$ cat src/hdl/rpwbd_pkg.sv
package rpwbd_pkg;

  // Field widths fixed by the interface
  localparam int unsigned PULSE_W = 16;
  localparam int unsigned CFG_W   = 14;
  localparam int unsigned CODE_W  = 36;
  localparam int unsigned IDX_W   = 1;

  // Configuration register indexes
  localparam logic [IDX_W-1:0] REG_PULSE_LENGTH = 1'd0;
  localparam logic [IDX_W-1:0] REG_TOLERANCE    = 1'd1;

  // Register reset values
  localparam logic [CFG_W-1:0] PULSE_LENGTH_RST = 14'd1000;
  localparam logic [CFG_W-1:0] TOLERANCE_RST    = 14'd300;

  // Window hits for one pulse, from the window unit to the frame unit
  typedef struct packed {
    logic long_hit;   // inside 2*length +/- tolerance: zero bit
    logic short_hit;  // inside length +/- tolerance: one bit
  } pulse_class_t;

endpackage

$ cat src/hdl/rf_pulse_width_bit_decoder_unit.sv
// Pulse-width bit decoder for a 36-bit OOK sensor frame. Each input transfer
// carries one measured high-pulse width; a width in the long window
// (2*pulse_length +/- tolerance) is a zero bit, a width in the short window
// (pulse_length +/- tolerance) is a one bit whose following pulse is skipped,
// and anything else aborts the packet with a zero code and decoded_ok low.
// After FRAME_BITS bits one result transfer carries the code, first bit in
// the MSB. packet_start restarts decoding; incomplete packets give nothing.
// Timing: an item is taken into an input register, decoded while it is held
// there and the result lands in an output register; one item is accepted per
// cycle while the output register is not stalled. The window bounds are
// registered from the config registers, so an item should follow a config
// write by at least one cycle.
module rf_pulse_width_bit_decoder_unit #(
  parameter int unsigned FRAME_BITS = 36
) (
  input  logic                               clk,
  input  logic                               rst,
  input  logic                               cfg_write,
  input  logic [rpwbd_pkg::IDX_W-1:0]        cfg_index,
  input  logic [rpwbd_pkg::CFG_W-1:0]        cfg_data,
  input  logic                               in_valid,
  output logic                               in_stall,
  input  logic [rpwbd_pkg::PULSE_W-1:0]      pulse_width,
  input  logic                               packet_start,
  output logic                               out_valid,
  input  logic                               out_stall,
  output logic [rpwbd_pkg::CODE_W-1:0]       decoded_code,
  output logic                               decoded_ok
);

  // Input stage register
  logic                            stage_valid;
  logic [rpwbd_pkg::PULSE_W-1:0]   stage_width;
  logic                            stage_start;
  logic                            advance;
  logic                            fire;
  logic                            in_accept;
  rpwbd_pkg::pulse_class_t         pclass;

  assign fire      = stage_valid && advance;
  assign in_stall  = stage_valid && !advance;
  assign in_accept = in_valid && !in_stall;

  always_ff @(posedge clk) begin
    if (rst) begin
      stage_valid <= 1'b0;
    end else if (in_accept) begin
      stage_valid <= 1'b1;
    end else if (fire) begin
      stage_valid <= 1'b0;
    end
  end

  always_ff @(posedge clk) begin
    if (in_accept) begin
      stage_width <= pulse_width;
      stage_start <= packet_start;
    end
  end

  // Window classification
  rpwbd_window u_window (
    .clk       (clk),
    .rst       (rst),
    .cfg_write (cfg_write),
    .cfg_index (cfg_index),
    .cfg_data  (cfg_data),
    .width     (stage_width),
    .pclass    (pclass)
  );

  // Bit assembly and result register
  rpwbd_frame #(
    .FRAME_BITS (FRAME_BITS)
  ) u_frame (
    .clk          (clk),
    .rst          (rst),
    .fire         (fire),
    .start        (stage_start),
    .pclass       (pclass),
    .advance      (advance),
    .out_valid    (out_valid),
    .out_stall    (out_stall),
    .decoded_code (decoded_code),
    .decoded_ok   (decoded_ok)
  );

endmodule

$ cat src/hdl/rpwbd_window.sv
module rpwbd_window (
  input  logic                               clk,
  input  logic                               rst,
  input  logic                               cfg_write,
  input  logic [rpwbd_pkg::IDX_W-1:0]        cfg_index,
  input  logic [rpwbd_pkg::CFG_W-1:0]        cfg_data,
  input  logic [rpwbd_pkg::PULSE_W-1:0]      width,
  output rpwbd_pkg::pulse_class_t            pclass
);

  logic [rpwbd_pkg::CFG_W-1:0] pulse_length;
  logic [rpwbd_pkg::CFG_W-1:0] tolerance;

  // Window bounds, registered from the config registers
  logic [13:0] min1;
  logic [14:0] max1;
  logic [14:0] min2;
  logic [15:0] max2;

  logic [13:0] min1_next;
  logic [14:0] max1_next;
  logic [14:0] min2_next;
  logic [15:0] max2_next;
  logic [14:0] twice_len;

  // Config registers
  always_ff @(posedge clk) begin
    if (rst) begin
      pulse_length <= rpwbd_pkg::PULSE_LENGTH_RST;
      tolerance    <= rpwbd_pkg::TOLERANCE_RST;
    end else if (cfg_write) begin
      unique case (cfg_index)
        rpwbd_pkg::REG_PULSE_LENGTH: pulse_length <= cfg_data;
        rpwbd_pkg::REG_TOLERANCE:    tolerance    <= cfg_data;
        default: ;
      endcase
    end
  end

  // Bound arithmetic, lower bounds clamp at zero
  always_comb begin
    twice_len = {pulse_length, 1'b0};
    min1_next = (pulse_length > tolerance) ? (pulse_length - tolerance) : 14'd0;
    max1_next = {1'b0, pulse_length} + {1'b0, tolerance};
    min2_next = (twice_len > {1'b0, tolerance}) ? (twice_len - {1'b0, tolerance}) : 15'd0;
    max2_next = {1'b0, twice_len} + {2'b00, tolerance};
  end

  always_ff @(posedge clk) begin
    min1 <= min1_next;
    max1 <= max1_next;
    min2 <= min2_next;
    max2 <= max2_next;
  end

  // Inclusive window compares
  always_comb begin
    pclass.long_hit  = (width >= {1'b0, min2}) && (width <= max2);
    pclass.short_hit = (width >= {2'b00, min1}) && (width <= {1'b0, max1});
  end

endmodule

$ cat src/hdl/rpwbd_frame.sv
module rpwbd_frame #(
  parameter int unsigned FRAME_BITS = 36
) (
  input  logic                               clk,
  input  logic                               rst,
  input  logic                               fire,
  input  logic                               start,
  input  rpwbd_pkg::pulse_class_t            pclass,
  output logic                               advance,
  output logic                               out_valid,
  input  logic                               out_stall,
  output logic [rpwbd_pkg::CODE_W-1:0]       decoded_code,
  output logic                               decoded_ok
);

  localparam int unsigned CNT_W  = $clog2(FRAME_BITS + 1);
  localparam int unsigned WIDE_W = (FRAME_BITS > rpwbd_pkg::CODE_W) ? FRAME_BITS
                                                                     : rpwbd_pkg::CODE_W;

  // Decoder state
  logic [CNT_W-1:0]      bit_count;
  logic [FRAME_BITS-1:0] shift_bits;
  logic                  skip_next;
  logic                  aborted;

  logic [CNT_W-1:0]      bit_count_next;
  logic [FRAME_BITS-1:0] shift_bits_next;
  logic                  skip_next_next;
  logic                  aborted_next;
  logic                  emit;
  logic [FRAME_BITS-1:0] emit_frame;
  logic                  emit_ok;
  logic [CNT_W:0]        count_inc;
  logic [WIDE_W-1:0]     wide_frame;

  // Output register frees up when empty or being drained
  assign advance = !(out_valid && out_stall);

  // Per-pulse decode step
  always_comb begin
    bit_count_next  = bit_count;
    shift_bits_next = shift_bits;
    skip_next_next  = skip_next;
    aborted_next    = aborted;
    emit            = 1'b0;
    emit_frame      = '0;
    emit_ok         = 1'b0;
    count_inc       = '0;
    if (start) begin
      bit_count_next  = '0;
      shift_bits_next = '0;
      skip_next_next  = 1'b0;
      aborted_next    = 1'b0;
    end
    if (aborted_next) begin
      // idle until a packet start
    end else if (skip_next_next) begin
      skip_next_next = 1'b0;
    end else if (pclass.long_hit || pclass.short_hit) begin
      shift_bits_next = FRAME_BITS'({shift_bits_next, !pclass.long_hit});
      skip_next_next  = !pclass.long_hit;
      count_inc       = {1'b0, bit_count_next} + 1'b1;
      if (count_inc >= (CNT_W + 1)'(FRAME_BITS)) begin
        emit            = 1'b1;
        emit_frame      = shift_bits_next;
        emit_ok         = |shift_bits_next;
        bit_count_next  = '0;
        skip_next_next  = 1'b0;
        aborted_next    = 1'b1;
      end else begin
        bit_count_next = count_inc[CNT_W-1:0];
      end
    end else begin
      // bad width: report an empty frame and go idle
      emit            = 1'b1;
      shift_bits_next = '0;
      bit_count_next  = '0;
      skip_next_next  = 1'b0;
      aborted_next    = 1'b1;
    end
  end

  assign wide_frame = WIDE_W'(emit_frame);

  // State update
  always_ff @(posedge clk) begin
    if (rst) begin
      bit_count  <= '0;
      shift_bits <= '0;
      skip_next  <= 1'b0;
      aborted    <= 1'b1;
    end else if (fire) begin
      bit_count  <= bit_count_next;
      shift_bits <= shift_bits_next;
      skip_next  <= skip_next_next;
      aborted    <= aborted_next;
    end
  end

  // Result register
  always_ff @(posedge clk) begin
    if (rst) begin
      out_valid <= 1'b0;
    end else if (fire && emit) begin
      out_valid <= 1'b1;
    end else if (!out_stall) begin
      out_valid <= 1'b0;
    end
  end

  always_ff @(posedge clk) begin
    if (fire && emit) begin
      decoded_code <= wide_frame[rpwbd_pkg::CODE_W-1:0];
      decoded_ok   <= emit_ok;
    end
  end

endmodule
$ cat config.mk
export PLATFORM = sky130hd
export DESIGN_NAME = rf_pulse_width_bit_decoder_unit
export DESIGN_NICKNAME = d
export VERILOG_FILES = /design/src/hdl/rpwbd_pkg.sv /design/src/hdl/rf_pulse_width_bit_decoder_unit.sv /design/src/hdl/rpwbd_window.sv /design/src/hdl/rpwbd_frame.sv
export SDC_FILE = /design/constraint.sdc
export NUM_CORES = 1
export LEC_CHECK = 0
export ABC_AREA = 1
export BUFFER_PORTS_ARGS = -buffer_cell sky130_fd_sc_hd__buf_2
export CAP_MARGIN = 30
export CORE_AREA = 2 2 130 226
export CTS_BUF_LIST = sky130_fd_sc_hd__clkbuf_16
export CTS_CLUSTER_DIAMETER = 60
export DETAILED_ROUTE_END_ITERATION = 16
export DIE_AREA = 0 0 132 228
export GPL_ROUTABILITY_DRIVEN = 0
export PLACE_DENSITY = 0.63
export SLEW_MARGIN = 20
export SYNTH_ARGS = -nofsm -noshare
export SYNTH_HDL_FRONTEND = slang
export SYNTH_SLANG_ARGS = --single-unit
$ cat constraint.sdc
create_clock -name clk -period 7 [get_ports clk]
set_clock_uncertainty 0.1 [all_clocks]
set_input_delay 1.05 -clock clk [delete_from_list [all_inputs] [get_ports clk]]
set_output_delay 1.05 -clock clk [all_outputs]
set_load 0.1 [all_outputs]
==> flow_summary.ini, run 1 <==
[run_status]
status = completed

[place]
placed_area_um2 = 11510
pre_cts_slack_ns = 3.639
hpwlAfterDp_mm = 22.97
dp_cells = 1783
port_buffers = 75

[worst_setup_path]
criticalPathCategory = flip-flop to flip-flop
cp_common_cell = buf_4
reg2regPathDepth = 11
cp_data_required_time_ns = 6.98
crit_path_end_kind = flip-flop
cp.depth = 11
reg2reg_from = stage_start
cp.arrival_ns = 3.37
crit_family = buffers and inverters
worst_setup_path_start_kind = flip-flop
crit_path_max_fanout = 49
crit_path_start = stage_start
slowest_stage = inv_2
slowest_delay_ns = 0.68
worst-path-buf-inv = 4
cp_cell_sequence = inv_2 > nand2_4 > nor3_4 > nand3_1 > o21ai_1 > a21oi_2 > buf_4 > nand2_2 > nand2_1 > inv_1 > buf_4

[synth]
syn_avg_cell_area_um2 = 7.915
syn-num-nets = 1529
ys_ff_latch = 187
synthCells = 1372
synthAdderAreaFrac_pct = 14.10
synthMuxAreaShare_pct = 0
synth_compound_area_share_pct = 14.33
synth.distinct_cells = 52
yosysWarnings = 0
synth_xor_xnor_area_share_pct = 3.146
syn_area_um2 = 10860
synth_edf_count = 54
synthArstFlopShare_pct = 0
synth-simple-area-share_pct = 19.50
synth_top_family_by_area = simple AND/OR/NAND/NOR gates
yosysSeqAreaShare_pct = 39.45
ys.flop_type = dfxtp_1

[grt]
track_usage_pct = 19.66
grt_pass1_vias = 9142
grt_overflow = 0
antenna_found_initial = 0
grt_max_degree = 59
grt_pass1_wl_mm = 46.00

[detailed_routing]
drc = 0
viasPerCell = 5.084
vias = 9227
detail_route.wl_per_cell_um = 16.14
wirelength_mm = 29.29
initialDrtViolationCount = 438
dr.pass1.iters = 5
antenna_left = 0

[final_layout]
fin_cells = 1815
diodes = 0
nFillCells = 2889
final_area_um2 = 12070
mostFrequentLayoutCells = nand2_1 (211), inv_1 (198), a21oi_1 (177)
drive_above_1_share_pct = 9.951
final_nets = 1581
layout_commonest_cell = nand2_1
final_core_util_pct = 42.47
area_delta_synth_final_pct = 11.14

[sta]
setup_tns_ns = 0
worst_slack_ns = 3.614
holdWs_ns = 0.3374
post-route-min-period_ns = 3.386
hold_violations = 0
finalCritPeriodShare_pct = 48.38
fmax_mhz = 295.3
grt_setup_unrepaired = false
slew_headroom_pct = 43.58
finalMaxSlewViolations = 0
finalSetupViolations = 0
tightest_slew_ns = 0.8461

[pwr]
combPwrFrac_pct = 26.1
p_sw_mw = 1.028
pwr-share-seq_pct = 43.1
p_int_mw = 1.962
p_total_mw = 2.990
swShare_pct = 34.39
power.density_nw_per_um2 = 247.7
leakage_nw = 5.734
ir_drop_v = 0.0001824
pwr-share-clk_pct = 30.8

[clock_tree]
ctsHoldBuffers = 0
htree_num_levels = 4
post_cts_buffers = 0
clock_latency_ns = 0.45
cts-root-buf = clkbuf_16
cts.sinks = 187
cts_tree = yes
cts_resized = 0
clk_pin_slew_ns = 0.07
clockBufferDepth = 2
cts_made_buffers = 17

[floorplan]
start_util_pct = 38.21
die_x_um = 132
io_pins = 76
rows = 82
die-height_um = 228
die_area_um2 = 30100
core_area_um2 = 28420

[hold_path]
hold_class = flip-flop to flip-flop
hold_path_depth = 0
min_from = u_window.tolerance[0]

[job]
maxCapViolations = 0
## final timing paths
| check | slack (ns) | end |
|---|---|---|
| max | 3.61 | u_frame.decoded_code[24] |
| min | 0.34 | u_window.max2[0] |
| min reg2reg | 0.34 | u_window.max2[0] |
| max reg2reg | 3.61 | u_frame.decoded_code[24] |
## registers in the layout (all words and copies together) (netlist names), 15 cells and up
register and count:
u_window.max2 16, u_frame.shift_bits 35, u_window.max1 15, u_frame.decoded_code 36
stage_width 16, u_window.min2 15
## metal layers
metal | global-route usage [%] | share of wire [%] | routed length (µm) | vias up
li1 | - | - | - | 4629
met1 | 17.96 | 34 | 10060 | 4241
met3 | 2.889 | 3.3 | 953 | 87
met4 | 13.49 | 6.7 | 1955 | 0
met5 | 0 | 0 | 0 | -
met2 | 38.85 | 56 | 16320 | 270
## synth_stat cells (5+ instances only)
cell / number / area [µm²]
inv_1: 198 / 743.2
nor3_1: 12 / 60.06
inv_2: 5 / 18.77
buf_6: 5 / 56.30
nand2_1: 211 / 792.0
a21oi_1: 177 / 885.9
buf_2: 15 / 75.07
dfxtp_1: 133 / 2663
ha_1: 116 / 1451
a21o_1: 6 / 45.04
o21ai_0: 77 / 385.4
xor2_1: 39 / 341.6
nand4_1: 35 / 219.0
nor2_1: 140 / 525.5
edfxtp_1: 54 / 1622
buf_4: 6 / 45.04
clkbuf_1: 21 / 78.83
nand3_1: 58 / 290.3
## kinds of logic (layout without fill, tap and decap cells)
family,after synthesis,in the layout
flip-flops,187,187
buffers and inverters,253,318
adder cells (fa/ha/maj),120,120
XOR/XNOR,39,39
AND/OR/NAND/NOR,482,482
AO/OA/AOI/OAI,291,291
## worst register-to-register path: cells and delay by family, from the launching register on
kind	cells	cell delay [ns]
simple gates	5	0.62
compound gates	2	0.33
flops	1	0.56
buf+inv	4	1.38
## power groups by stage
stage	sequential, mW	clock [mW]	combinational [mW]
after floorplan	1.32	0	0.564
after global placement	1.31	0	0.758
after detailed placement	1.31	0	0.775
after CTS	1.29	0.953	0.779
after global routing	1.30	1.00	0.882
final	1.29	0.921	0.780
## cell type report
class,instances,area (µm²),share of cell area [%]
Multi-Input combinational cell,932,5547,45.96
Sequential cell,187,4284,35.50
Tap cell,378,473.0,3.919
Clock inverter,15,135.1,1.120
Timing Repair Buffer,83,442.9,3.670
Inverter,203,762.0,6.313
Clock buffer,17,425.4,3.525
(Power assumes the default switching activity.)
==> run 2: changes to the inputs <==
--- a/config.mk
+++ b/config.mk
@@ -5,14 +5,14 @@
 export SDC_FILE = /design/constraint.sdc
 export NUM_CORES = 1
 export LEC_CHECK = 0
-export ABC_AREA = 1
+export ABC_AREA = 0
 export BUFFER_PORTS_ARGS = -buffer_cell sky130_fd_sc_hd__buf_2
 export CAP_MARGIN = 30
-export CORE_AREA = 2 2 130 226
+export CORE_AREA = 2 2 124 217
 export CTS_BUF_LIST = sky130_fd_sc_hd__clkbuf_16
 export CTS_CLUSTER_DIAMETER = 60
 export DETAILED_ROUTE_END_ITERATION = 16
-export DIE_AREA = 0 0 132 228
+export DIE_AREA = 0 0 126 219
 export GPL_ROUTABILITY_DRIVEN = 0
 export PLACE_DENSITY = 0.63
 export SLEW_MARGIN = 20
==> constraint.sdc (replaced) <==
create_clock -name clk -period 3.45 [get_ports clk]
set_clock_uncertainty 0.1 [all_clocks]
set_input_delay 0.5175 -clock clk [delete_from_list [all_inputs] [get_ports clk]]
set_output_delay 0.5175 -clock clk [all_outputs]
set_load 0.1 [all_outputs]
==> run 2 against run 1 <==
Register-to-register slack worse by 3.4 ns. Sequential share of layout area up 2.4 points. Critical path depth up 1. Sequential power up 95%. Power up 90%. Global-route usage down 2.4 points. Via count down 20%. Clock power up 110%. Final cell count down 20%. Critical path type unchanged.
==> flow_summary.ini, run 2 <==
[place]
port_buffers = 75
hpwlAfterDp_mm = 18.76
placed_area_um2 = 10690

[final_layout]
largest_register_ffs = 36
area_delta_synth_final_pct = 13.64
mostFrequentLayoutCells = dfxtp_1 (133), ha_1 (116), inv_1 (110)
diodes = 0
drive_above_1_share_pct = 11.93
largest-register = u_frame.decoded_code
layout_commonest_cell = dfxtp_1
final_area_um2 = 11300
final_nets = 1276
largestRegisters = u_frame.decoded_code x36, u_frame.shift_bits x35

[worst_setup_path]
worst-path-buf-inv = 2
cp_data_required_time_ns = 3.71
r2r_setup_slack_ns = 0.25
slowest_delay_ns = 0.43
slowest_stage = dfxtp_1
criticalPathCategory = flip-flop to flip-flop
crit_family = compound AO/OA/AOI/OAI gates
reg2reg_from = u_window.pulse_length[0]
worst_setup_path_start_kind = flip-flop
cp.arrival_ns = 3.46
cp_cell_sequence = inv_1 > ha_1 > fa_1 > nor2b_1 > o21ai_1 > a21oi_2 > o21a_1 > a221o_1 > a41oi_1 > a211o_1 > buf_4 > nor3_1
reg2regPathDepth = 12
crit_path_end_kind = flip-flop
reg2reg_to = u_window.min1[3]
crit_path_max_fanout = 9

[clock_tree]
cts.sinks = 187
cts-root-buf = clkbuf_16
htree_num_levels = 4
clk_pin_slew_ns = 0.07
post_cts_buffers = 0
clockBufferDepth = 2
clock_latency_ns = 0.44
cts_tree = yes
cts_made_buffers = 17

[detailed_routing]
drc = 0
detail_route.wl_per_cell_um = 15.97
wirelength_mm = 23.19
antenna_left = 0
initialDrtViolationCount = 294
vias = 7358
viasPerCell = 5.067
dr.pass1.iters = 4

[synth]
synth_area_leader_cell = dfxtp_1
syn_area_um2 = 9942
synth_edf_count = 54
yosysWarnings = 0
synthArstFlopShare_pct = 0
yosysMostFrequentCell = dfxtp_1
yosysSeqAreaShare_pct = 43.09
syn-num-nets = 1199
synth.top_cell.area_share_pct = 26.78
synth.distinct_cells = 59
syn_avg_cell_area_um2 = 9.541
ys.flop_type = dfxtp_1
synthCells = 1042
synth_area_leaders = dfxtp_1 (27%), edfxtp_1 (16%), ha_1 (15%)
ys_ff_latch = 187
synth_common_cells = dfxtp_1 (133), ha_1 (116), inv_1 (110), nand2_1 (92), a21oi_1 (68)

[sta]
tightest_slew_ns = 0.7875
grt_setup_unrepaired = false
hold_violations = 0
fmax_mhz = 312.3
slew_headroom_pct = 47.47
post-route-min-period_ns = 3.202
finalCritPeriodShare_pct = 92.80
finalSetupViolations = 0
setup_tns_ns = 0
finalMaxSlewViolations = 0

[pwr]
power.density_nw_per_um2 = 501.9
ir_drop_v = 0.0003719
leakage_nw = 4.937

[grt]
grt_pass1_vias = 7584
grt_pass1_wl_mm = 37.22
antenna_found_initial = 0
grt_max_degree = 39
track_usage_pct = 17.31
grt_overflow = 0

[run_status]
status = completed

[floorplan]
die_x_um = 126
rows = 78
die_area_um2 = 27590
start_util_pct = 38.59
io_pins = 76
die-height_um = 219
core_area_um2 = 25760

[hold_path]
hold-path-endpoint = stage_width[13]
hold_path_depth = 1
hold_class = primary input to flip-flop
min_from = pulse_width[13]

[job]
maxCapViolations = 0
## run 2: cell count changes after synthesis, moves of 36 or more
cell	change
a21oi_1	-109
inv_1	-88
nand2_1	-119
nor2_1	-73
and2_1	+36
o21ai_0	-64
nand3_1	-50
## run 2: worst max path at each step
stage | start | endpoint | depth (start not counted)
3_5_place_dp | stage_width[6] | u_frame.decoded_code[19] | 10
4_1_cts | stage_width[6] | u_frame.decoded_code[5] | 10
6_report | u_window.pulse_length[0] | u_window.min1[3] | 12
2_1_floorplan | stage_width[11] | u_frame.decoded_code[0] | 10
5_1_grt | u_window.pulse_length[0] | u_window.min1[2] | 12
3_3_place_gp | stage_width[6] | u_frame.decoded_code[5] | 10
## run 2: report_power, final
part	switching, mW	internal, mW	leakage [nW]
registers	0.0786	2.44	1.64
clock network	0.898	1.02	0.280
logic	0.743	0.490	3.01
## run 2: routing by layer
metal  vias up  global-route usage (%)  share of wire (%)
met5         -                       0                  0
met4         0                   13.19                7.4
met3        65                   2.877                2.7
met2       156                   33.28                 54
met1      3337                   15.88                 36
li1       3800                       -                  -
## run 2: metrics by stage
| stage | power, mW | instances | hold slack [ns] | worst slack [ns] | utilization (%) |
|---|---|---|---|---|---|
| after floorplan | 3.433 | 1042 | 0.3297 | 0.04802 | - |
| after global placement | 3.784 | 1419 | 0.3643 | 0.09479 | 41.47 |
| after detailed placement | 3.803 | 1420 | 0.3677 | 0.08528 | 41.50 |
| after CTS | 5.729 | 1452 | 0.1196 | 0.06750 | 43.77 |
| after global routing | 5.970 | 1452 | 0.1261 | 0.02720 | 43.85 |
| final | 5.671 | 1452 | 0.1441 | 0.2483 | 43.85 |
## run 2: cell families after synthesis
kind of cell / synth area share (%)
adder cells (fa/ha/maj): 15.40
buffers and inverters: 5.865
XOR/XNOR: 3.612
AO/OA/AOI/OAI: 15.43
AND/OR/NAND/NOR: 16.60
flip-flops: 43.09
## run 2: repair_timing
action	4_1_cts	5_1_grt
setup endpoints to repair	0	75
gates resized for setup	0	4
hold buffers	0	0
## run 2: final cells by class
class / count / area [µm²]
clock buffers: 17 / 425.4
well taps: 320 / 400.4
flip-flops and latches: 187 / 4284
clock inverters: 15 / 158.9
fillers: 2565 / 14470
inverters: 110 / 412.9
repair buffers: 92 / 515.5
multi-input cells: 711 / 5101
==> run 3: changes to the inputs <==
--- a/config.mk
+++ b/config.mk
@@ -5,14 +5,14 @@
 export SDC_FILE = /design/constraint.sdc
 export NUM_CORES = 1
 export LEC_CHECK = 0
-export ABC_AREA = 0
+export ABC_AREA = 1
 export BUFFER_PORTS_ARGS = -buffer_cell sky130_fd_sc_hd__buf_2
 export CAP_MARGIN = 30
-export CORE_AREA = 2 2 124 217
+export CORE_AREA = 2 2 130 226
 export CTS_BUF_LIST = sky130_fd_sc_hd__clkbuf_16
 export CTS_CLUSTER_DIAMETER = 60
 export DETAILED_ROUTE_END_ITERATION = 16
-export DIE_AREA = 0 0 126 219
+export DIE_AREA = 0 0 132 228
 export GPL_ROUTABILITY_DRIVEN = 0
 export PLACE_DENSITY = 0.63
 export SLEW_MARGIN = 20
==> constraint.sdc (replaced) <==
create_clock -name clk -period 3.4 [get_ports clk]
set_clock_uncertainty 0.1 [all_clocks]
set_input_delay 0.51 -clock clk [delete_from_list [all_inputs] [get_ports clk]]
set_output_delay 0.51 -clock clk [all_outputs]
set_load 0.1 [all_outputs]
==> run 3 against run 2 <==
Non-clock buffer count rose by 2. Design area increased by 8.0%. Die area grew 9.1%. Maximum frequency grew 9.2%. Clock power is 7% higher. Register-to-register slack better by 0.22 ns. Routed wire length is 29% higher. Combinational power increased by 33%. Critical path type unchanged. Sequential share of layout area is 2.8 points lower. Sequential power rose by 5%. Via count grew 26%.
==> flow_summary.ini, run 3 (synthesized netlist as in run 1, its figures left out) <==
[clock_tree]
clock_latency_ns = 0.46
htree_num_levels = 4
cts.sinks = 187
cts-root-buf = clkbuf_16
post_cts_buffers = 0
cts_resized = 0
cts_tree = yes
ctsHoldBuffers = 0
clockBufferDepth = 2
cts_made_buffers = 17
clk_pin_slew_ns = 0.07

[final_layout]
multiInputGateArea_um2 = 5547
seqCellArea_um2 = 4284
final_core_util_pct = 42.95
mostFrequentLayoutCells = nand2_1 (211), inv_1 (200), a21oi_1 (177)
nFillCells = 2887
final_nets = 1592
largest-register = u_frame.decoded_code
layout_commonest_cell = nand2_1
fin_cells = 1827
largest_register_ffs = 36
area_delta_synth_final_pct = 12.40
drive_above_1_share_pct = 10.43
largestRegisters = u_frame.decoded_code x36, u_frame.shift_bits x35

[pwr]
power.density_nw_per_um2 = 520.0
pwr-share-seq_pct = 41.8
p_sw_mw = 2.092
pwr-share-clk_pct = 32.5
p_int_mw = 4.255
ir_drop_v = 0.0004004
combPwrFrac_pct = 25.7
leakage_nw = 5.827
p_total_mw = 6.346
swShare_pct = 32.96

[grt]
busiest_layer = met2
grt_pass1_wl_mm = 47.09
grt_use_met1_pct = 17.96
grt_pass1_vias = 9422
gr-usage-met3_pct = 3.444
track_usage_pct = 20.04
grt.met2_usage_pct = 39.44
grt_overflow = 0
antenna_found_initial = 4
grt_max_degree = 59

[worst_setup_path]
cp.arrival_ns = 3.18
criticalPathCategory = flip-flop to flip-flop
crit_path_end_kind = flip-flop
cp_data_required_time_ns = 3.65
worst_setup_path_start_kind = flip-flop
crit_path_max_fanout = 22

[place]
hpwlAfterDp_mm = 23.25
dp_cells = 1794
port_buffers = 75

[floorplan]
rows = 82
io_pins = 76
start_util_pct = 38.21
die-height_um = 228
core_area_um2 = 28420
die_area_um2 = 30100
die_x_um = 132

[job]
maxCapViolations = 0

[hold_path]
hold_class = primary input to flip-flop

[sta]
tightest_slew_ns = 0.7299
holdWs_ns = 0.1258
post-route-min-period_ns = 2.932
finalCritPeriodShare_pct = 86.24
grt_setup_unrepaired = false
finalMaxSlewViolations = 0
fmax_mhz = 341.1
hold_violations = 0
slew_headroom_pct = 51.16
finalSetupViolations = 0
setup_tns_ns = 0

[detailed_routing]
wirelength_mm = 29.84
initialDrtViolationCount = 336
viasPerCell = 5.070
vias = 9262
drc = 0
detail_route.wl_per_cell_um = 16.33
dr.pass1.iters = 5
antenna_left = 0

[run_status]
status = completed
==> run 3: cell types whose count changed in the layout (fill, tap and decap cells not counted), moves of 36 or more <==
cell     before  now
a21oi_1      67  177
and2_1       37    1
inv_1       110  200
nand2_1      92  211
nand3_1       8   58
nor2_1       66  140
o21ai_0      13   77
==> run 3: layout make-up <==
class | instances | share of cell area (%)
diodes | 1 | 0.02050
clock buffers | 17 | 3.485
clock inverters | 15 | 1.425
inverters | 203 | 6.243
multi-input cells | 932 | 45.44
flip-flops and latches | 187 | 35.10
well taps | 378 | 3.875
repair buffers | 94 | 4.408
==> run 3: final timing paths <==
kind / cells past startpoint / endpoint / slack (ns) / startpoint
max: 7 / u_frame.shift_bits[30] / 0.47 / stage_start
max reg2reg: 7 / u_frame.shift_bits[30] / 0.47 / stage_start
min reg2reg: 0 / u_window.max2[0] / 0.33 / u_window.tolerance[0]
min: 1 / stage_width[0] / 0.13 / pulse_width[0]
==> run 3: worst max-delay path, cell delays in order (launching register included) <==
cell and delay (ns):
edfxtp_1 0.66, inv_2 0.29, nand2_1 0.15, inv_1 0.10
nor2_1 0.57, inv_1 0.56, a21oi_1 0.28, a21oi_1 0.09
==> run 3: layer usage <==
metal,vias to the layer above,share of wire (%),wire (µm)
met2,226,56,16690
li1,4641,-,-
met4,6,6.6,1972
met5,-,0.087,26
met1,4279,34,10110
met3,110,3.5,1035
==> run 3: power by group through the flow <==
stage / logic [mW] / clock network, mW / registers [mW]
after CTS: 1.63 / 2.10 / 2.65
after detailed placement: 1.62 / 0 / 2.70
after global routing: 1.85 / 2.16 / 2.68
after floorplan: 1.16 / 0 / 2.72
after global placement: 1.59 / 0 / 2.70
final: 1.63 / 2.06 / 2.65
==> run 3: through the flow <==
step	cell area, µm²	setup slack, ns
after floorplan	10860	0.03123
after global placement	11590	0.5343
after detailed placement	11600	0.5024
after CTS	12200	0.4931
after global routing	12200	0.2339
final	12210	0.4679
